$ cat src/hdl/dcs_pkg.sv
package dcs_pkg;

  localparam int unsigned MAX_ENTRIES = 256;
  localparam int unsigned IDX_W       = (MAX_ENTRIES > 1) ? $clog2(MAX_ENTRIES) : 1;
  localparam int unsigned CNT_W       =
      ($clog2(MAX_ENTRIES + 1) > 9) ? $clog2(MAX_ENTRIES + 1) : 9;

  localparam int unsigned KIND_W   = 2;
  localparam int unsigned RADIUS_W = 32;
  localparam int unsigned WEIGHT_W = 16;
  localparam int unsigned DRAW_W   = 32;
  localparam int unsigned STATUS_W = 2;
  localparam int unsigned COUNT_W  = 9;
  localparam int unsigned TOTAL_W  = 24;
  localparam int unsigned PROD_W   = DRAW_W + TOTAL_W;

  localparam logic [TOTAL_W-1:0] TOTAL_MAX = '1;

  localparam logic [KIND_W-1:0] KIND_CLEAR  = KIND_W'(0);
  localparam logic [KIND_W-1:0] KIND_APPEND = KIND_W'(1);
  localparam logic [KIND_W-1:0] KIND_DRAW   = KIND_W'(2);

  localparam int unsigned QUEUE_DEPTH = 2;
  localparam int unsigned QPTR_W      = $clog2(QUEUE_DEPTH);
  localparam int unsigned QCNT_W      = $clog2(QUEUE_DEPTH + 1);

  typedef enum logic [2:0] {
    OP_CLEAR,
    OP_APPEND,
    OP_BAD_RADIUS,
    OP_DRAW,
    OP_NOP
  } op_e;

  typedef enum logic [STATUS_W-1:0] {
    ST_OK         = 2'd0,
    ST_BAD_RADIUS = 2'd1,
    ST_FULL       = 2'd2,
    ST_EMPTY      = 2'd3
  } status_e;

  typedef enum logic [2:0] {
    S_IDLE,
    S_MUL,
    S_THR,
    S_PROBE,
    S_CMP,
    S_FETCH
  } state_e;

  typedef struct packed {
    op_e                 op;
    logic [RADIUS_W-1:0] radius;
    logic [WEIGHT_W-1:0] weight;
    logic [DRAW_W-1:0]   draw;
  } cmd_t;

  typedef struct packed {
    logic                valid;
    status_e             status;
    logic [RADIUS_W-1:0] radius;
    logic [COUNT_W-1:0]  count;
  } result_t;

endpackage

$ cat src/hdl/dcs_front.sv
module dcs_front (
  input  logic [dcs_pkg::KIND_W-1:0]   kind_i,
  input  logic [dcs_pkg::RADIUS_W-1:0] radius_value_i,
  input  logic [dcs_pkg::WEIGHT_W-1:0] weight_i,
  input  logic [dcs_pkg::DRAW_W-1:0]   uniform_draw_i,
  output dcs_pkg::cmd_t                cmd_o
);

  // zero radius is rejected here, table state checks are left to the back end
  always_comb begin
    cmd_o.radius = radius_value_i;
    cmd_o.weight = weight_i;
    cmd_o.draw   = uniform_draw_i;
    unique case (kind_i)
      dcs_pkg::KIND_CLEAR:  cmd_o.op = dcs_pkg::OP_CLEAR;
      dcs_pkg::KIND_APPEND: begin
        if (radius_value_i == '0) begin
          cmd_o.op = dcs_pkg::OP_BAD_RADIUS;
        end else begin
          cmd_o.op = dcs_pkg::OP_APPEND;
        end
      end
      dcs_pkg::KIND_DRAW:   cmd_o.op = dcs_pkg::OP_DRAW;
      default:              cmd_o.op = dcs_pkg::OP_NOP;
    endcase
  end

endmodule

$ cat config.mk
export PLATFORM = sky130hd
export DESIGN_NAME = dcs_front
export DESIGN_NICKNAME = d
export VERILOG_FILES = /design/src/hdl/dcs_pkg.sv /design/src/hdl/dcs_front.sv
export SDC_FILE = /design/constraint.sdc
export NUM_CORES = 1
export LEC_CHECK = 0
export BUFFER_PORTS_ARGS = -buffer_cell sky130_fd_sc_hd__buf_4
export CAP_MARGIN = 20
export CORE_AREA = 2 2 64 66
export DETAILED_ROUTE_END_ITERATION = 8
export DIE_AREA = 0 0 66 68
export GPL_ROUTABILITY_DRIVEN = 0
export MAX_ROUTING_LAYER = met4
export PLACE_DENSITY = 0.65
export SLEW_MARGIN = 20
export SYNTH_ARGS = -nofsm -noshare
export SYNTH_HDL_FRONTEND = slang
export SYNTH_SLANG_ARGS = --single-unit
$ cat constraint.sdc
create_clock -name vclk -period 2.69
set_clock_uncertainty 0.1 [all_clocks]
set_input_delay 0.538 -clock vclk [all_inputs]
set_output_delay 0.538 -clock vclk [all_outputs]
set_load 0.1 [all_outputs]
# Word-level counts from Yosys, hierarchy flattened
# Index checks and enable logic that the tools add are counted.
# word_totals
ff_bits,0
input_bits,82
out_inout_bits,83
# op_classes
eq_ne,2
mux,2
n_reduce_logical,2
# op_table
cell,n
logical NOT 32 bit,1
one-hot mux 3 bit (3 select lines),1
equality test 2 x 1 -> 1 bit (second input constant),1
equality test 2 bit (second input constant),1
logical NOT 2 bit,1
two-way mux 2 bit,1

# Depth between registers and ports, before layout
# Gate-level depths: netlist (run 1).
# logic_depth
ltp_word,3
mapped_depth,4

# Worst setup path before layout (run 1)
# No wires, ideal clock.
# synth_path
kind,input to output
startpoint,in radius_value_i[24] (netlist name)
endpoint,out cmd_o[81] (netlist name)
t_arrival_ns,3.219
setup_slack_ns,-1.167
cell_stages,3
cell_sequence,nor4_1 nand4_1 o31ai_1
# synth_lines
element,line_no,text
start: declaration,dcs_front.sv:3,"input logic [dcs_pkg::RADIUS_W-1:0] radius_value_i,"
end: declaration,dcs_front.sv:6,output dcs_pkg::cmd_t cmd_o

==> results of run 1 <==
==> worst max-delay path, stage by stage <==
cell and delay [ns]:
buf_4 0.11, nor4_1 0.29, buf_4 0.16, nand4_1 0.16, o31ai_4 0.28, buf_4 0.32
==> cell usage after synthesis <==
cell / instances
nor2_1: 1
nand4_1: 2
nand2b_1: 2
nor4_2: 1
nor4_1: 7
and2_1: 1
buf_4: 80
o21ai_0: 1
o31ai_1: 1
==> cell usage in the layout (no fill, tap or decap), drive strengths merged <==
master | Yosys | layout
nor2 | 1 | 1
buf | 80 | 70
nand4 | 2 | 2
o31ai | 1 | 1
o21ai | 1 | 1
nor4 | 8 | 8
nand2b | 2 | 2
and2 | 1 | 1
==> how the worst max path moves through the flow <==
stage,depth (start not counted),from,endpoint,slack (ns)
after floorplan,3,radius_value_i[16],cmd_o[81],0.15
after global placement,5,radius_value_i[9],cmd_o[81],0.18
after detailed placement,6,radius_value_i[24],cmd_o[81],0.17
after CTS,6,radius_value_i[24],cmd_o[81],0.18
after global routing,5,radius_value_i[25],cmd_o[81],0.11
final,6,radius_value_i[24],cmd_o[81],0.19
==> through the flow <==
step	instance area (um2)	setup slack [ns]	std cells
after floorplan	722	0.148	96
after global placement	709	0.184	136
after detailed placement	709	0.175	136
after CTS	709	0.175	136
after global routing	709	0.111	136
final	709	0.195	136
==> power breakdown <==
group | leakage [nW] | internal, mW | switching [mW]
Combinational | 0.356 | 0.0706 | 0.234
Sequential | 0 | 0 | 0
Clock | 0 | 0 | 0
==> cell type report <==
cell class                      count  area (um2)
Fill cell                         455        3150
Multi-Input combinational cell     16         121
Timing Repair Buffer               70         526
Tap cell                           50        62.6
==> per-layer routing <==
metal | vias to the layer above | wire [um] | global-route usage [%]
met3 | 28 | 370 | 3.95
met5 | - | 0 | -
met1 | 214 | 379 | 4.20
met2 | 56 | 722 | 8.96
li1 | 215 | - | -
met4 | 0 | 198 | 7.65
==> kinds of logic after synthesis <==
kind of cell    synth area share, %
compound gates                 1.78
buf+inv                        85.3
simple gates                   13.0
==> flow_summary_export.csv, run 1 <==
group,metric,value,unit
critical_path,critical_path.max_fanout,2,
synth,syn-cell-area,704,um2
global_route,antenna_found_initial,0,
power_and_ir_drop,p_per_area,429,nW/um2
timing,timing.final.crit_share,92.8,%
floorplan,fp-row-count,23,
routing,via_count,513,
cts,cts_hold_repair.buffers,0,
finish,antenna_cells,0,
global_route,grt_max_degree,4,
routing,first_iter_violations,6,
finish,nets,170,
timing,rsz0062_at_grt,"false",
critical_path,worstPathRequired,2.05,ns
floorplan,core,3860,um2
power_and_ir_drop,p_leak,0.356,nW
critical_path,cp.arrival,1.86,ns
timing,fmax,401,MHz
critical_path,worstSetupEndpointType,"output port",
routing,viasPerCell,3.77,
cts,post-cts-setup-buffers,0,
timing,setup_viol,0,
critical_path,critical_path_class,"in2out",
min_path,min_from,"weight_i[2]",
synth,syn-num-nets,178,
synth,yosys.area.top_type,"buf_4",
min_path,min_path_type,"in2out",
finish,seq_area,0,um2
routing,remaining_drc_errors,0,
floorplan,die_x,66,um
synth,ys_seq_area_share,0,%
timing,finalSetupTns,0,ns
floorplan,die_h,68,um
finish,drive_gt1_share,84.9,%
global_route,overflow,0,
placement,placement.io_buffers,69,
global_route,grt_pass1_wl,2060,um
status,run_status,"finished clean",
synth,synthDistinctLibCells,9,
routing,antenna_left,0,
floorplan,ios,165,
floorplan,dieArea,4490,um2
routing,firstDrtPassIters,2,
synth,avgSynthCellArea,7.34,um2
synth,synthTopCellsByArea,"buf_4 85%, nor4_1 6.2%, nand2b_1 1.8%, nand4_1 1.8%, nor4_2 1.8%",
finish,n_clock_buffer,0,
finish,syn_to_final_growth,0.710,%
routing,routed_wirelength,1670,um
finish,design.seq.count,0,
timing,worst_pin_slew,0.335,ns
min_path,min_to,"cmd_o[34]",
cts,cts_resized,0,
timing,hold_violations,0,
global_route,grt_pass1_vias,461,
timing,slew_viol_final,0,
power_and_ir_drop,total_power,305,uW
routing,wl_per_cell,12.3,um
finish,fin_util,18.4,%
placement,dp_hpwl,1520,um
power_and_ir_drop,ir_drop,0.0663,mV
floorplan,initial_core_util,18.3,%
timing,slew_headroom,77.5,%
min_path,hold_path_depth,0,
timing,finalCriticalPeriod,2.50,ns
global_route,grt.total_usage,5.97,%
synth,yosysTopAreaCellShare,85.3,%
timing,hold-worst-slack,0.976,ns
synth,synthCells,96,
critical_path,startpoint_type,"primary input",
flow_run,max_cap_violations,0,
synth,yosysWarnings,0,
No activity file was read; power rests on OpenSTA's default activity.
==> run 2: changes to the inputs <==
--- a/config.mk
+++ b/config.mk
@@ -7,12 +7,12 @@
 export LEC_CHECK = 0
 export BUFFER_PORTS_ARGS = -buffer_cell sky130_fd_sc_hd__buf_4
 export CAP_MARGIN = 20
-export CORE_AREA = 2 2 64 66
+export CORE_AREA = 2 2 63 65
 export DETAILED_ROUTE_END_ITERATION = 8
-export DIE_AREA = 0 0 66 68
+export DIE_AREA = 0 0 65 67
 export GPL_ROUTABILITY_DRIVEN = 0
 export MAX_ROUTING_LAYER = met4
-export PLACE_DENSITY = 0.65
+export PLACE_DENSITY = 0.69
 export SLEW_MARGIN = 20
 export SYNTH_ARGS = -nofsm -noshare
 export SYNTH_HDL_FRONTEND = slang
==> constraint.sdc (replaced) <==
create_clock -name vclk -period 2
set_clock_uncertainty 0.1 [all_clocks]
set_input_delay 0.4 -clock vclk [all_inputs]
set_output_delay 0.4 -clock vclk [all_outputs]
set_load 0.1 [all_outputs]
==> run 2 against run 1 <==
Effect of this change:
- die area is 3.0% lower
- design area up 28%
- first-iteration DRC count is 50% higher
- global-route usage is 1.2 points higher
- core utilization up 6.8 points
- via count increased by 2.9%
- hold slack got worse by 0.28 ns
- power rose by 48%
- highest routed layer unchanged
==> flow_summary_export.csv, run 2 (synthesis results as in run 1) <==
group,metric,value,unit
placement,placement.io_buffers,69,
flow_run,max_cap_violations,0,
floorplan,initial_core_util,19.5,%
floorplan,ios,165,
global_route,grt_pass1_wl,2420,um
timing,fmax,502,MHz
floorplan,core,3610,um2
finish,n_clock_buffer,0,
global_route,grt_max_degree,4,
timing,setup_slack,0.00977,ns
floorplan,die_x,65,um
routing,wl_per_cell,13.4,um
finish,final_cell_mix,"69 x buf_4, 7 x nor4_4, 6 x buf_6",
finish,design.seq.count,0,
finish,syn_to_final_growth,28.8,%
power_and_ir_drop,combPwrFrac,100.0,%
finish,seq_area,0,um2
critical_path,critical_path_class,"in2out",
critical_path,critical_path.max_fanout,2,
power_and_ir_drop,p_leak,0.416,nW
timing,finalSetupTns,0,ns
global_route,overflow,0,
global_route,grt.total_usage,7.22,%
finish,mostFrequentLayoutCell,"buf_4",
timing,worst_pin_slew,0.283,ns
critical_path,crit_chain,"buf_4, nor4_4, nand4_1, o31ai_4, buf_12",
power_and_ir_drop,p_per_area,497,nW/um2
routing,viasPerCell,3.74,
placement,place_ws,-0.352,ns
routing,first_iter_violations,9,
power_and_ir_drop,ir_drop,0.148,mV
power_and_ir_drop,seqPwrFrac,0,%
power_and_ir_drop,p_clk_share,0,%
finish,antenna_cells,0,
timing,slew_headroom,81.3,%
critical_path,worstSetupEndpointType,"output port",
critical_path,slowest_stage,"o31ai_4",
timing,hold-worst-slack,0.700,ns
floorplan,die_h,67,um
status,run_status,"finished clean",
global_route,antenna_found_initial,0,
floorplan,dieArea,4360,um2
timing,rsz0062_at_grt,"true",
critical_path,slowest_delay,0.30,ns
cts,post-cts-setup-buffers,0,
min_path,min_path_type,"in2out",
timing,timing.final.crit_share,99.5,%
floorplan,fp-row-count,22,
power_and_ir_drop,intPower,118,uW
power_and_ir_drop,switchingPower,333,uW
routing,remaining_drc_errors,0,
finish,drive_gt1_share,93.5,%
finish,fin_area,907,um2
routing,antenna_left,0,
timing,finalCriticalPeriod,1.99,ns
critical_path,startpoint_type,"primary input",
critical_path,worstPathRequired,1.50,ns
routing,routed_wirelength,1890,um
global_route,grt_pass1_vias,416,
cts,cts_hold_repair.buffers,0,
timing,setup_viol,0,
finish,nets,177,
timing,slew_viol_final,0,
routing,firstDrtPassIters,2,
timing,hold_violations,0,
placement,placed_area,767,um2
critical_path,cp.arrival,1.49,ns
power_and_ir_drop,swShare,73.9,%
routing,via_count,528,
==> run 2: changes by cell type in the layout (fill, tap and decap cells not counted) <==
cell / delta
buf_12: +1
buf_4: -1
nor4_4: +7
buf_6: +6
buf_8: +1
nor4_1: -7
==> run 2: worst max-delay path, delay by kind of cell <==
kind | cells | cell delay [ns]
simple gates | 2 | 0.46
buf+inv | 2 | 0.33
compound gates | 1 | 0.30
==> run 2: path summary, 6_finish.rpt <==
kind | start | to | cells after the start
hold / removal | weight_i[12] | cmd_o[44] | 0
setup / recovery | radius_value_i[4] | cmd_o[81] | 5
==> run 2: power by group through the flow <==
stage	combinational, mW	sequential, mW	clock, mW
after detailed placement	0.422	0	0
after floorplan	0.792	0	0
final	0.451	0	0
after global placement	0.421	0	0
after global routing	0.463	0	0
after CTS	0.452	0	0
==> run 2: layout make-up <==
class | instances | area [um2]
fill | 387 | 2700
timing repair buffer | 77 | 621
multi-input combinational | 16 | 226
tap | 48 | 60.1
==> run 2: per-stage QoR <==
stage          std cells  total power, mW  util [%]
2_1_floorplan         96            0.792         -
3_3_place_gp         142            0.421      21.3
3_5_place_dp         142            0.422      21.3
4_1_cts              141            0.452      25.1
5_1_grt              141            0.463      25.2
6_report             141            0.451      25.2
==> run 2: routing by layer <==
metal	GRT usage (%)	vias up	wire [um]
met2	12.8	65	964
met4	1.60	0	42
met5	-	-	0
met1	6.00	228	438
met3	5.57	10	449
li1	-	225	-
==> run 2: repair_timing <==
item,CTS,global route
gates resized for setup,24,1
cloned,0,0
setup endpoints to repair,2,2
pin swaps,7,1
hold endpoints to repair,0,0
