File: config.mk
export PLATFORM = sky130hd
export DESIGN_NAME = dcs_queue
export DESIGN_NICKNAME = d
export VERILOG_FILES = /design/src/hdl/dcs_pkg.sv /design/src/hdl/dcs_queue.sv
export SDC_FILE = /design/constraint.sdc
export NUM_CORES = 1
export LEC_CHECK = 0
export BUFFER_PORTS_ARGS = -buffer_cell sky130_fd_sc_hd__clkbuf_2
export CORE_MARGIN = 2
export CORE_UTILIZATION = 40
export CTS_BUF_LIST = sky130_fd_sc_hd__clkbuf_8
export DETAILED_ROUTE_END_ITERATION = 16
export PLACE_DENSITY_LB_ADDON = 0.2
export SYNTH_ARGS = -nofsm -noshare
export SYNTH_HDL_FRONTEND = slang
export SYNTH_SLANG_ARGS = --single-unit
File: constraint.sdc
create_clock -name clk_i -period 4.9 [get_ports clk_i]
set_input_delay 0.245 -clock clk_i [delete_from_list [all_inputs] [get_ports clk_i]]
set_output_delay 0.245 -clock clk_i [all_outputs]
set_load 0.02 [all_outputs]
File: src/hdl/dcs_pkg.sv
package dcs_pkg;

  localparam int unsigned MAX_ENTRIES = 256;
  localparam int unsigned IDX_W       = (MAX_ENTRIES > 1) ? $clog2(MAX_ENTRIES) : 1;
  localparam int unsigned CNT_W       =
      ($clog2(MAX_ENTRIES + 1) > 9) ? $clog2(MAX_ENTRIES + 1) : 9;

  localparam int unsigned KIND_W   = 2;
  localparam int unsigned RADIUS_W = 32;
  localparam int unsigned WEIGHT_W = 16;
  localparam int unsigned DRAW_W   = 32;
  localparam int unsigned STATUS_W = 2;
  localparam int unsigned COUNT_W  = 9;
  localparam int unsigned TOTAL_W  = 24;
  localparam int unsigned PROD_W   = DRAW_W + TOTAL_W;

  localparam logic [TOTAL_W-1:0] TOTAL_MAX = '1;

  localparam logic [KIND_W-1:0] KIND_CLEAR  = KIND_W'(0);
  localparam logic [KIND_W-1:0] KIND_APPEND = KIND_W'(1);
  localparam logic [KIND_W-1:0] KIND_DRAW   = KIND_W'(2);

  localparam int unsigned QUEUE_DEPTH = 2;
  localparam int unsigned QPTR_W      = $clog2(QUEUE_DEPTH);
  localparam int unsigned QCNT_W      = $clog2(QUEUE_DEPTH + 1);

  typedef enum logic [2:0] {
    OP_CLEAR,
    OP_APPEND,
    OP_BAD_RADIUS,
    OP_DRAW,
    OP_NOP
  } op_e;

  typedef enum logic [STATUS_W-1:0] {
    ST_OK         = 2'd0,
    ST_BAD_RADIUS = 2'd1,
    ST_FULL       = 2'd2,
    ST_EMPTY      = 2'd3
  } status_e;

  typedef enum logic [2:0] {
    S_IDLE,
    S_MUL,
    S_THR,
    S_PROBE,
    S_CMP,
    S_FETCH
  } state_e;

  typedef struct packed {
    op_e                 op;
    logic [RADIUS_W-1:0] radius;
    logic [WEIGHT_W-1:0] weight;
    logic [DRAW_W-1:0]   draw;
  } cmd_t;

  typedef struct packed {
    logic                valid;
    status_e             status;
    logic [RADIUS_W-1:0] radius;
    logic [COUNT_W-1:0]  count;
  } result_t;

endpackage

File: src/hdl/dcs_queue.sv
module dcs_queue (
  input  logic          clk_i,
  input  logic          rst_ni,
  input  logic          push_i,
  input  dcs_pkg::cmd_t cmd_i,
  input  logic          pop_i,
  output dcs_pkg::cmd_t cmd_o,
  output logic          full_o,
  output logic          empty_o
);

  dcs_pkg::cmd_t                    entries_q [dcs_pkg::QUEUE_DEPTH];
  logic [dcs_pkg::QPTR_W-1:0]       wr_ptr_q, wr_ptr_d;
  logic [dcs_pkg::QPTR_W-1:0]       rd_ptr_q, rd_ptr_d;
  logic [dcs_pkg::QCNT_W-1:0]       cnt_q, cnt_d;

  assign full_o  = (cnt_q == dcs_pkg::QCNT_W'(dcs_pkg::QUEUE_DEPTH));
  assign empty_o = (cnt_q == '0);
  assign cmd_o   = entries_q[rd_ptr_q];

  always_comb begin
    wr_ptr_d = wr_ptr_q;
    rd_ptr_d = rd_ptr_q;
    cnt_d    = cnt_q;
    if (push_i) begin
      wr_ptr_d = (wr_ptr_q == dcs_pkg::QPTR_W'(dcs_pkg::QUEUE_DEPTH - 1)) ? '0
                                                                         : wr_ptr_q + 1'b1;
    end
    if (pop_i) begin
      rd_ptr_d = (rd_ptr_q == dcs_pkg::QPTR_W'(dcs_pkg::QUEUE_DEPTH - 1)) ? '0
                                                                         : rd_ptr_q + 1'b1;
    end
    if (push_i && !pop_i) begin
      cnt_d = cnt_q + 1'b1;
    end else if (pop_i && !push_i) begin
      cnt_d = cnt_q - 1'b1;
    end
  end

  always_ff @(posedge clk_i or negedge rst_ni) begin
    if (!rst_ni) begin
      wr_ptr_q <= '0;
      rd_ptr_q <= '0;
      cnt_q    <= '0;
    end else begin
      wr_ptr_q <= wr_ptr_d;
      rd_ptr_q <= rd_ptr_d;
      cnt_q    <= cnt_d;
    end
  end

  always_ff @(posedge clk_i) begin
    if (push_i) begin
      entries_q[wr_ptr_q] <= cmd_i;
    end
  end

endmodule

Word level (Yosys, flattened, before mapping)
Memories as Yosys holds them, arrays and structs flattened.
Index checks and enable logic that the tools add are counted.
W data, S select, Z words.
- flip-flop bits (word level): 4
- bits in writable memories: 166
- input port bits: 87
- output and inout bits: 85
- word-level logic and storage cells: 21
- memories: 1
- add/subtract/negate cells: 4
- equality and inequality tests: 1
- muxes and demuxes: 6
- reductions and logical operators: 6
- memories (name ; words ; width ; read ports ; clocked after Yosys merged registers in ; wr ports ; line ; text):
    entries_q ; 2 ; 83 ; 1 ; 0 ; 1 ; dcs_queue.sv:12 ; dcs_pkg::cmd_t entries_q [dcs_pkg::QUEUE_DEPTH];
- operator list (cell ; number):
    $mux W1 ; 4
    $mux W2 ; 2
    $add A1 B1 Y1 const B ; 2
    $add A2 B1 Y2 const B ; 1
    $eq A2 B2 Y1 const B ; 1
    $logic_and A1 B1 Y1 ; 2
    $logic_not A1 Y1 ; 2
    $logic_not A2 Y1 ; 1
    $reduce_bool A2 Y1 ; 1
    $sub A2 B1 Y2 const B ; 1

Logic depth before layout (Yosys ltp)
Gate-level depths: netlist (run 1).
- depth in word-level cells: 4
- gate-level depth with buffers: 5
- mapped depth without buffers: 5

Least setup slack after synthesis (run 1)
OpenSTA, ideal clock, no wires.
- path kind: reg2reg
- start point: register wr_ptr_q
- end point: memory entries_q[0][0] (netlist bit), enable pin
- setup time: 535 ps
- data arrival time: 4082 ps
- required time: 4365 ps
- path slack: 283 ps
- cell stages (with the launch flop): 2
- path buffers: 0
- clock period less this slack: 4617 ps
- path through: dfrtp_1 -> nor2b_1
- RTL lines (element ; line ; text):
    from (decl) ; dcs_queue.sv:13 ; logic [dcs_pkg::QPTR_W-1:0] wr_ptr_q, wr_ptr_d;
    from (signal assigned) ; dcs_queue.sv:46 ; wr_ptr_q <= wr_ptr_d;
    to (decl) ; dcs_queue.sv:12 ;
No word-level cell before the write port.

==> qor.tcl, run 1 <==
set qor(status) {complete, no violations}
set qor(p_leak_uw) 0.003517
set qor(whs_ps) 49.91
set qor(cts.htree.levels) 4
set qor(r2r_end) {entries_q[1][58]$_DFFE_PP_}
set qor(initial_standard_cell_utilization_of_the_core_pct) 40.71
set qor(finalHoldViolations) 0
set qor(cts_tree) {yes}
set qor(clkTransAtPathRegs_ps) 70
set qor(ctsLongestPathBuffers) 2
set qor(post-route-min-period_ps) 2904
set qor(groute.usage.overall_pct) 13.73
set qor(r2r_slack_ps) 2900
set qor(first_global_vias) 3570
set qor(hold_path.class) {in -> reg}
set qor(power.combinational.fraction_pct) 33.8
set qor(layout_commonest_cell) {sky130_fd_sc_hd__clkbuf_2}
set qor(switching_power_uw) 1494
set qor(setup_viol) 0
set qor(most_frequent_cells_in_the_layout) {sky130_fd_sc_hd__clkbuf_2, sky130_fd_sc_hd__edfxtp_1, sky130_fd_sc_hd__dlygate4sd3_1, sky130_fd_sc_hd__mux2_4, sky130_fd_sc_hd__mux2_2}
set qor(number_of_buffer_cells_added_on_primary_ports) 171
set qor(antenna_violating_nets_post_route) 0
set qor(pwr-share-seq_pct) 46.3
set qor(die_y_um) 130.7
set qor(timing.critical_path.from) {rd_ptr_q$_DFFE_PN0P_}
set qor(gr-total-overflow) 0
set qor(synth.distinct_cells) 13
set qor(drt-total-wl_um) 11400
set qor(cts_bufs_inserted) 17
set qor(synthesis.instances) 274
set qor(syn_to_final_growth_pct) 35.82
set qor(synth.net_count) 362
set qor(ios) 172
set qor(p_per_area_nw_per_um2) 528.2
set qor(setup.worst_path.end_class) {output pin}
set qor(seq_area_frac_synth_pct) 79.20
set qor(number_of_antenna_violations_at_the_first_check_in_global_routing) 0
set qor(final_layout_size_suffix_gt1_share_pct) 51.89
set qor(drt-vias-per-instance) 4.413
set qor(ys.warnings.count) 0
set qor(layout.nets) 632
set qor(crit_path_kind) {reg -> out}
set qor(gp_congestion) 0.6557
set qor(vias) 3411
set qor(post_cts_buffers) 0
set qor(finalMaxSlewViolations) 0
set qor(clockPowerShare_pct) 19.9
set qor(final.period_utilization_pct) 59.27
set qor(antennaDiodeCount) 0
set qor(horiz_die_dim_um) 130.7
set qor(slew-limit-headroom_pct) 25.70
set qor(required_ps) 4660
set qor(setup.worst_path.start_class) {flop}
set qor(critical_path_arrival_ps) 2660
set qor(intPower_uw) 3112
set qor(worst_r2r_path_depth) 2
set qor(clockRootBuffer) {sky130_fd_sc_hd__clkbuf_8}
set qor(worstReg2RegStart) {wr_ptr_q$_DFFE_PN0P_}
set qor(total_number_of_clock_tree_sinks) 170
set qor(syn-mean-instance-area_um2) 23.43
set qor(detail_route.iter0.violations) 168
set qor(maxCapViolations) 0
set qor(fp.dieArea_um2) 17080
set qor(post-route-drc-count) 0
set qor(rsz0062_at_grt) {false}
set qor(cp-endpoint) {cmd_o[19]}
set qor(synth_seq_cells) 170
set qor(power_switching_share_pct) 32.44
set qor(post-route-util_pct) 55.29
set qor(syn_area_um2) 6420
set qor(fp.coreArea_um2) 15770
set qor(floorplan.rows) 46
set qor(grt_first_pass_wirelength_um) 17280
set qor(cts_repair_resize_count) 0
set qor(tightestPinTransition_ps) 1114
set qor(peakVddDrop_mv) 0.2888
set qor(post-layout-total-power_uw) 4606
set qor(dp.final_hpwl_um) 6953
set qor(drtPass1Iterations) 4
set qor(path_max_fanout) 64
set qor(max_freq_ghz) 0.3443
set qor(drt-wirelength-per-cell_um) 14.75
set qor(worstSkewPairLatency_ps) 440
set qor(setup-tns-final_ps) 0
set qor(final.setup_skew_ps) 10.12
set qor(grt_max_degree) 65
-- worst max-delay path: stages, from the launching register on --
cell and delay, ps:
sky130_fd_sc_hd__dfrtp_4 1160, sky130_fd_sc_hd__buf_4 510, sky130_fd_sc_hd__mux2_4 340, sky130_fd_sc_hd__clkbuf_2 150
-- Yosys cell counts --
library cell | count | share of area, %
sky130_fd_sc_hd__edfxtp_1 | 166 | 78
sky130_fd_sc_hd__mux2_4 | 60 | 14
sky130_fd_sc_hd__mux2_2 | 23 | 4.0
sky130_fd_sc_hd__buf_6 | 7 | 1.2
sky130_fd_sc_hd__dfrtp_1 | 4 | 1.6
sky130_fd_sc_hd__xor2_1 | 4 | 0.55
sky130_fd_sc_hd__buf_2 | 2 | 0.16
sky130_fd_sc_hd__nor2_1 | 2 | 0.12
sky130_fd_sc_hd__nor2b_1 | 2 | 0.19
sky130_fd_sc_hd__and2_1 | 1 | 0.098
sky130_fd_sc_hd__ha_1 | 1 | 0.19
sky130_fd_sc_hd__inv_1 | 1 | 0.058
sky130_fd_sc_hd__xnor2_1 | 1 | 0.14
-- per-stage QoR --
step / setup WS [ps] / cell area [um^2] / cells
finish: 1996 / 8720 / 773
global route: 1852 / 8720 / 773
CTS: 1906 / 8720 / 773
detailed placement: 2417 / 7501 / 656
global placement: 2460 / 7501 / 656
floorplan: 283.3 / 6420 / 274
-- power groups by stage --
stage	Sequential, uW	Combinational, uW	Clock, uW
after global routing	2170	1660	1010
after detailed placement	2170	1530	0
after floorplan	2040	1240	0
after CTS	2140	1590	951
final	2130	1560	915
after global placement	2160	1520	0
-- registers in the layout, indices dropped and copies added (netlist names) --
register,flops
cnt_q,2
entries_q,166
rd_ptr_q,1
wr_ptr_q,1
-- per-layer routing --
metal | track usage, % | vias up | wire, um | part of all wire (%)
met4 | 6.008 | 0 | 188 | 1.6
met3 | 4.642 | 13 | 757 | 6.6
met5 | 0 | - | 0 | 0
li1 | - | 1621 | - | -
met2 | 23.62 | 116 | 5902 | 52
met1 | 15.66 | 1661 | 4557 | 40
-- how the worst min path moves through the flow --
stage           start                   end  depth (start not counted)
2_1_floorplan  rst_ni  cnt_q[0]$_DFFE_PN0P_                          0
3_3_place_gp   rst_ni  cnt_q[1]$_DFFE_PN0P_                          1
3_5_place_dp   rst_ni  cnt_q[0]$_DFFE_PN0P_                          1
4_1_cts        push_i  wr_ptr_q$_DFFE_PN0P_                          2
5_1_grt        push_i  wr_ptr_q$_DFFE_PN0P_                          2
6_report       push_i  wr_ptr_q$_DFFE_PN0P_                          2
-- final cells by class --
type	count	area, um^2
fill	1281	7051
sequential	170	5089
timing repair buffer	260	1737
multi-input combinational	94	1252
tap	216	270.3
clock buffer	17	234.0
clock inverter	15	133.9
inverter	1	3.754
-- cells by family after synthesis --
| group | synth area share [%] |
|---|---|
| xor+xnor | 0.6821 |
| flops | 79.20 |
| simple gates | 0.4094 |
| mux | 18.07 |
| fa+ha+maj | 0.1949 |
| buf+inv | 1.442 |
-- timing repair --
action | CTS | global route
hold buffers | 85 | 0
endpoints found under the setup margin | 0 | 0
endpoints found under the hold margin | 171 | 0
Power figures use the tool's default switching activity.
==> inputs of run 2 (changes only) <==
clock period = 2.5 ns   (was 4.9 ns; I/O delays follow)
==> qor.tcl, run 2 (synthesis results as in run 1) <==
set qor(status) {complete, no violations} ;# unchanged
set qor(critical_path_arrival_ps) 1760 ;# was 2660 ps
set qor(pre_cts_ws_ps) 981.9 ;# was 2417 ps
set qor(cts_bufs_inserted) 17 ;# unchanged
set qor(layout.nets) 636 ;# was 632
set qor(post-route-min-period_ps) 1880
set qor(vias) 3460 ;# was 3411
set qor(drt-total-wl_um) 11730 ;# was 11400 um
set qor(clockRootBuffer) {sky130_fd_sc_hd__clkbuf_8} ;# unchanged
set qor(syn_to_final_growth_pct) 37.54 ;# was 35.82%
set qor(setup.worst_path.start_class) {flop} ;# unchanged
set qor(post-route-util_pct) 55.99 ;# was 55.29%
set qor(drt-wirelength-per-cell_um) 15.09 ;# was 14.75 um
set qor(max_freq_ghz) 0.5318
set qor(worstSkewPairLatency_ps) 450 ;# was 440 ps
set qor(ios) 172 ;# unchanged
set qor(grt_max_degree) 50 ;# was 65
set qor(filler_instances) 1285 ;# was 1281
set qor(cts_tree) {yes} ;# unchanged
set qor(gr-total-overflow) 0 ;# unchanged
set qor(final_layout_size_suffix_gt1_share_pct) 52.41 ;# was 51.89%
set qor(number_of_buffer_cells_added_on_primary_ports) 171 ;# unchanged
set qor(floorplan.rows) 46 ;# unchanged
set qor(setup_viol) 0 ;# unchanged
set qor(finished_cell_area_um2) 8830 ;# was 8720 um^2
set qor(p_leak_uw) 0.003567 ;# was 0.003517 uW
set qor(biggestRegsByFlops) {entries_q: 166 flops, cnt_q: 2 flops} ;# unchanged
set qor(die_y_um) 130.7 ;# unchanged
set qor(setup.worst_path.end_class) {output pin} ;# unchanged
set qor(rsz0062_at_grt) {false} ;# unchanged
set qor(clkTransAtPathRegs_ps) 90 ;# was 70 ps
set qor(final.setup_skew_ps) 7.345 ;# was 10.12 ps
set qor(cts.htree.levels) 4 ;# unchanged
set qor(grt_first_pass_wirelength_um) 17760 ;# was 17280 um
set qor(maxCapViolations) 0 ;# unchanged
set qor(ctsLongestPathBuffers) 2 ;# unchanged
set qor(setup-tns-final_ps) 0 ;# unchanged
set qor(path_max_fanout) 43 ;# was 64
set qor(fp.dieArea_um2) 17080 ;# unchanged
set qor(whs_ps) 395.4 ;# was 49.91 ps
set qor(tightestPinTransition_ps) 684.9 ;# was 1114 ps
set qor(horiz_die_dim_um) 130.7 ;# unchanged
set qor(drtPass1Iterations) 4 ;# unchanged
set qor(peakVddDrop_mv) 0.6500 ;# was 0.2888 mV
set qor(layout_commonest_cell) {sky130_fd_sc_hd__clkbuf_2} ;# unchanged
set qor(dp.final_hpwl_um) 7070 ;# was 6953 um
set qor(placed_cell_area_um2) 7553 ;# was 7501 um^2
set qor(slew-limit-headroom_pct) 54.34 ;# was 25.70%
set qor(hold_path.class) {in -> reg} ;# unchanged
set qor(post-route-drc-count) 0 ;# unchanged
set qor(finalHoldViolations) 0 ;# unchanged
set qor(first_global_vias) 3663 ;# was 3570
set qor(multi_input_area_um2) 1252 ;# unchanged
set qor(initial_standard_cell_utilization_of_the_core_pct) 40.71 ;# unchanged
set qor(finalMaxSlewViolations) 0 ;# unchanged
set qor(antennaDiodeCount) 0 ;# unchanged
set qor(regArea_um2) 5089 ;# unchanged
set qor(gp_congestion) 0.6687 ;# was 0.6557
set qor(number_of_antenna_violations_at_the_first_check_in_global_routing) 0 ;# unchanged
set qor(detail_route.iter0.violations) 176 ;# was 168
set qor(crit_path_kind) {reg -> out} ;# unchanged
set qor(total_number_of_clock_tree_sinks) 170 ;# unchanged
set qor(setup_ws_ps) 619.5 ;# was 1996 ps
set qor(largest_register_by_flop_count) {entries_q} ;# unchanged
set qor(fp.coreArea_um2) 15770 ;# unchanged
set qor(largest_reg_flops) 166 ;# unchanged
set qor(final.period_utilization_pct) 75.22
set qor(most_frequent_cells_in_the_layout) {sky130_fd_sc_hd__clkbuf_2, sky130_fd_sc_hd__edfxtp_1, sky130_fd_sc_hd__dlygate4sd3_1, sky130_fd_sc_hd__mux2_4, sky130_fd_sc_hd__mux2_2} ;# unchanged
set qor(antenna_violating_nets_post_route) 0 ;# unchanged
set qor(drt-vias-per-instance) 4.453 ;# was 4.413
set qor(groute.usage.overall_pct) 14.01 ;# was 13.73%
set qor(p_per_area_nw_per_um2) 1051 ;# was 528.2 nW/um^2
set qor(required_ps) 2380 ;# was 4660 ps
[run 2: cell count changes in the layout (fill, tap and decap cells not counted)]
| cell | delta |
|---|---|
| sky130_fd_sc_hd__inv_6 | +3 |
| sky130_fd_sc_hd__clkinv_1 | -2 |
| sky130_fd_sc_hd__buf_4 | -1 |
| sky130_fd_sc_hd__clkinvlp_4 | -1 |
| sky130_fd_sc_hd__bufinv_16 | +1 |
| sky130_fd_sc_hd__buf_12 | +3 |
| sky130_fd_sc_hd__dlygate4sd3_1 | +2 |
| sky130_fd_sc_hd__inv_1 | -1 |
[run 2: timing repair]
action	4_1_cts	5_1_grt
buffers inserted	0	0
resized for setup	0	0
hold endpoints to repair	172	0
hold buffers	87	0
[run 2: cell type report]
type                       count  share of cell area (%)
clock buffer                  17                   2.650
clock inverter                15                   1.941
inverter                       1                 0.04251
multi-input combinational     94                   14.18
sequential                   170                   57.63
tap                          216                   3.061
timing repair buffer         264                   20.49
[run 2: power by group]
| group | internal [uW] | switching (uW) | leakage [uW] |
|---|---|---|---|
| clock network | 990 | 982 | 0.000212 |
| registers | 3780 | 153 | 0.00160 |
| logic | 1500 | 1880 | 0.00175 |
[run 2: stage by stage]
step	instances	power, uW
2_1_floorplan	274	6396
3_3_place_gp	658	7275
3_5_place_dp	658	7318
4_1_cts	777	9411
5_1_grt	777	9744
6_report	777	9280
[run 2: worst max-delay path, stage by stage, from the launching register on]
cell                       delay [ps]
sky130_fd_sc_hd__dfrtp_4          450
sky130_fd_sc_hd__buf_12           290
sky130_fd_sc_hd__mux2_2           390
sky130_fd_sc_hd__clkbuf_2         160
[run 2: final timing paths]
| kind | start | endpoint | slack (ps) | cells after the start |
|---|---|---|---|---|
| hold reg to reg | cnt_q[1]$_DFFE_PN0P_ | cnt_q[1]$_DFFE_PN0P_ | 500 | 1 |
| min in group asynchronous | rst_ni | cnt_q[0]$_DFFE_PN0P_ | 600 | 3 |
| setup reg to reg | wr_ptr_q$_DFFE_PN0P_ | entries_q[0][72]$_DFFE_PP_ | 990 | 2 |
| setup / recovery | rd_ptr_q$_DFFE_PN0P_ | cmd_o[81] | 620 | 3 |
| hold / removal | cmd_i[43] | entries_q[0][43]$_DFFE_PP_ | 400 | 2 |
| max in group asynchronous | rst_ni | rd_ptr_q$_DFFE_PN0P_ | 1710 | 3 |
[run 2: per-layer routing]
layer / routed length [um] / vias to the layer above / global-route usage, %
met5: 0 / - / 0
met4: 196 / 0 / 6.195
met3: 847 / 16 / 5.456
met2: 5861 / 125 / 23.53
met1: 4821 / 1691 / 15.98
li1: - / 1628 / -
==> inputs of run 3 (changes only) <==
clock period = 1.8 ns   (was 2.5 ns; I/O delays follow)
==> qor.tcl, run 3 (synthesis results as in run 1) <==
set qor(status) {complete, but fails checks} ;# was complete, no violations
set qor(violated_checks) {setup timing}
set qor(clkTransAtPathRegs_ps) 90 ;# about the same
set qor(clockRootBuffer) {sky130_fd_sc_hd__clkbuf_8} ;# unchanged
set qor(slew-limit-headroom_pct) 82.61 ;# was 54.34%
set qor(floorplan.rows) 46 ;# unchanged
set qor(p_leak_uw) 0.003741 ;# was 0.003567 uW
set qor(layout_commonest_cell) {sky130_fd_sc_hd__edfxtp_1} ;# was sky130_fd_sc_hd__clkbuf_2
set qor(die_y_um) 130.7 ;# unchanged
set qor(fp.coreArea_um2) 15770 ;# unchanged
set qor(final_layout_size_suffix_gt1_share_pct) 53.42 ;# was 52.41%
set qor(setup_viol) 54 ;# was 0
set qor(path_max_fanout) 6 ;# was 43
set qor(dp.final_hpwl_um) 7130 ;# was 7070 um
set qor(max_freq_ghz) 0.5429
set qor(hold_path.class) {in -> reg} ;# unchanged
set qor(post-route-drc-count) 0 ;# unchanged
set qor(biggestRegsByFlops) {entries_q: 166 flops, cnt_q: 2 flops} ;# unchanged
set qor(first_global_vias) 3686 ;# was 3663
set qor(syn_to_final_growth_pct) 45.59 ;# was 37.54%
set qor(groute.usage.overall_pct) 14.31 ;# was 14.01%
set qor(largest_reg_flops) 166 ;# unchanged
set qor(grt_max_degree) 45 ;# was 50
set qor(vias) 3498 ;# was 3460
set qor(required_ps) 1710 ;# was 2380 ps
set qor(clockPowerShare_pct) 17.5 ;# was 21.3%
set qor(drt-vias-per-instance) 4.445 ;# was 4.453
set qor(post-route-util_pct) 59.27 ;# was 55.99%
set qor(pre_cts_ws_ps) 398.5 ;# was 981.9 ps
set qor(crit_path_kind) {reg -> out} ;# unchanged
set qor(detail_route.iter0.violations) 112 ;# was 176
set qor(worstSkewPairLatency_ps) 450 ;# about the same
set qor(setup.worst_path.end_class) {output pin} ;# unchanged
set qor(post-route-min-period_ps) 1842
set qor(final.setup_skew_ps) 6.824 ;# was 7.345 ps
set qor(power_switching_share_pct) 31.92 ;# was 32.44%
set qor(drtPass1Iterations) 4 ;# unchanged
set qor(maxCapViolations) 0 ;# unchanged
set qor(grt_first_pass_wirelength_um) 18110 ;# was 17760 um
set qor(rsz0062_at_grt) {true} ;# was false
set qor(cts.htree.levels) 4 ;# unchanged
set qor(antennaDiodeCount) 0 ;# unchanged
set qor(setup.worst_path.start_class) {flop} ;# unchanged
set qor(gr-total-overflow) 0 ;# unchanged
set qor(finalMaxSlewViolations) 0 ;# unchanged
set qor(number_of_buffer_cells_added_on_primary_ports) 171 ;# unchanged
set qor(number_of_antenna_violations_at_the_first_check_in_global_routing) 0 ;# unchanged
set qor(gp_congestion) 0.7345 ;# was 0.6687
set qor(pwr-share-seq_pct) 39.4 ;# was 42.4%
set qor(setup_ws_ps) -41.86 ;# was 619.5 ps
set qor(tightestPinTransition_ps) 260.8 ;# was 684.9 ps
set qor(drt-wirelength-per-cell_um) 16.04 ;# was 15.09 um
set qor(total_number_of_clock_tree_sinks) 170 ;# unchanged
set qor(filler_instances) 1213 ;# was 1285
set qor(cts_tree) {yes} ;# unchanged
set qor(largest_register_by_flop_count) {entries_q} ;# unchanged
set qor(ctsLongestPathBuffers) 2 ;# unchanged
set qor(layout.nets) 646 ;# was 636
set qor(antenna_violating_nets_post_route) 0 ;# unchanged
set qor(final.period_utilization_pct) 102.3
set qor(finalHoldViolations) 0 ;# unchanged
set qor(switching_power_uw) 4440 ;# was 3010 uW
set qor(cts_bufs_inserted) 17 ;# unchanged
set qor(peakVddDrop_mv) 0.8255 ;# was 0.6500 mV
set qor(intPower_uw) 9469 ;# was 6270 uW
set qor(drt-total-wl_um) 12630 ;# was 11730 um
set qor(critical_path_arrival_ps) 1750 ;# was 1760 ps
set qor(p_per_area_nw_per_um2) 1488 ;# was 1051 nW/um^2
set qor(fp.dieArea_um2) 17080 ;# unchanged
set qor(most_frequent_cells_in_the_layout) {sky130_fd_sc_hd__edfxtp_1, sky130_fd_sc_hd__clkbuf_2, sky130_fd_sc_hd__dlygate4sd3_1, sky130_fd_sc_hd__mux2_4, sky130_fd_sc_hd__buf_6} ;# was sky130_fd_sc_hd__clkbuf_2, sky130_fd_sc_hd__edfxtp_1, sky130_fd_sc_hd__dlygate4sd3_1, sky130_fd_sc_hd__mux2_4, sky130_fd_sc_hd__mux2_2
set qor(initial_standard_cell_utilization_of_the_core_pct) 40.71 ;# unchanged
set qor(power.combinational.fraction_pct) 43.0 ;# was 36.3%
set qor(horiz_die_dim_um) 130.7 ;# unchanged
set qor(ios) 172 ;# unchanged
## run 3: cell count changes in the layout (fill, tap and decap cells not counted), moves of 4 or more
cell                         previous run  this run
sky130_fd_sc_hd__clkbuf_2             171       115
sky130_fd_sc_hd__clkinvlp_4             0         4
sky130_fd_sc_hd__buf_8                  0         5
sky130_fd_sc_hd__buf_2                  0        12
sky130_fd_sc_hd__buf_16                 0         5
sky130_fd_sc_hd__buf_6                  0        39
## run 3: layout make-up
class,instances,area (um^2),area share (%)
sequential,170,5089,54.44
timing repair buffer,274,2369,25.34
multi-input combinational,94,1252,13.40
tap,216,270.3,2.892
clock buffer,17,234.0,2.503
clock inverter,15,128.9,1.379
inverter,1,3.754,0.04016
## run 3: path summary, 6_finish.rpt
| path | start | end | slack, ps | cells past startpoint |
|---|---|---|---|---|
| worst min-delay path | cmd_i[74] | entries_q[1][74]$_DFFE_PP_ | 370 | 2 |
| min in group asynchronous | rst_ni | cnt_q[0]$_DFFE_PN0P_ | 580 | 3 |
| worst min register to register | cnt_q[1]$_DFFE_PN0P_ | cnt_q[1]$_DFFE_PN0P_ | 510 | 1 |
| worst max-delay path | rd_ptr_q$_DFFE_PN0P_ | cmd_o[75] | -40 | 4 |
| worst max register to register | rd_ptr_q$_DFFE_PN0P_ | rd_ptr_q$_DFFE_PN0P_ | 510 | 4 |
| max in group asynchronous | rst_ni | rd_ptr_q$_DFFE_PN0P_ | 1020 | 3 |
## run 3: power by group through the flow
stage | combinational, uW | clock [uW] | sequential (uW)
after CTS | 5230 | 2530 | 5490
after detailed placement | 4640 | 0 | 5560
after floorplan | 3380 | 0 | 5500
after global routing | 6340 | 2680 | 5550
after global placement | 4610 | 0 | 5530
final | 5980 | 2440 | 5490
## run 3: critical path: stages (launching register included)
cell,delay (ps)
sky130_fd_sc_hd__dfrtp_4,540
sky130_fd_sc_hd__buf_12,170
sky130_fd_sc_hd__clkbuf_16,160
sky130_fd_sc_hd__mux2_4,300
sky130_fd_sc_hd__buf_6,130
## run 3: repair_timing
item | 4_1_cts | 5_1_grt
hold buffers | 87 | 0
endpoints found under the setup margin | 62 | 83
buffers inserted | 2 | 2
resized for setup | 14 | 138
gates cloned | 3 | 3
pin swaps | 0 | 0
hold endpoints to repair | 173 | 0
## run 3: metal layers
metal  vias to the layer above  track usage [%]  part of all wire (%)  wire length (um)
met1                      1717            17.12                    42              5336
met3                         7            5.619                   6.9               868
met4                         0            4.693                  0.78                98
met5                         -                0                     0                 0
met2                       121            23.90                    50              6321
li1                       1653                -                     -                 -
## run 3: metrics by stage
| stage | instance area (um^2) | cells | TNS, ps | hold WS [ps] | power, uW |
|---|---|---|---|---|---|
| final | 9346 | 787 | -987.0 | 372.8 | 13910 |
| after global routing | 9346 | 787 | -6708 | 340.0 | 14570 |
| after CTS | 8986 | 782 | -3435 | 326.7 | 13250 |
| after detailed placement | 7591 | 658 | 0 | -91.32 | 10200 |
| after global placement | 7591 | 658 | 0 | -101.8 | 10140 |
| after floorplan | 6429 | 274 | -31890 | -205.6 | 8883 |
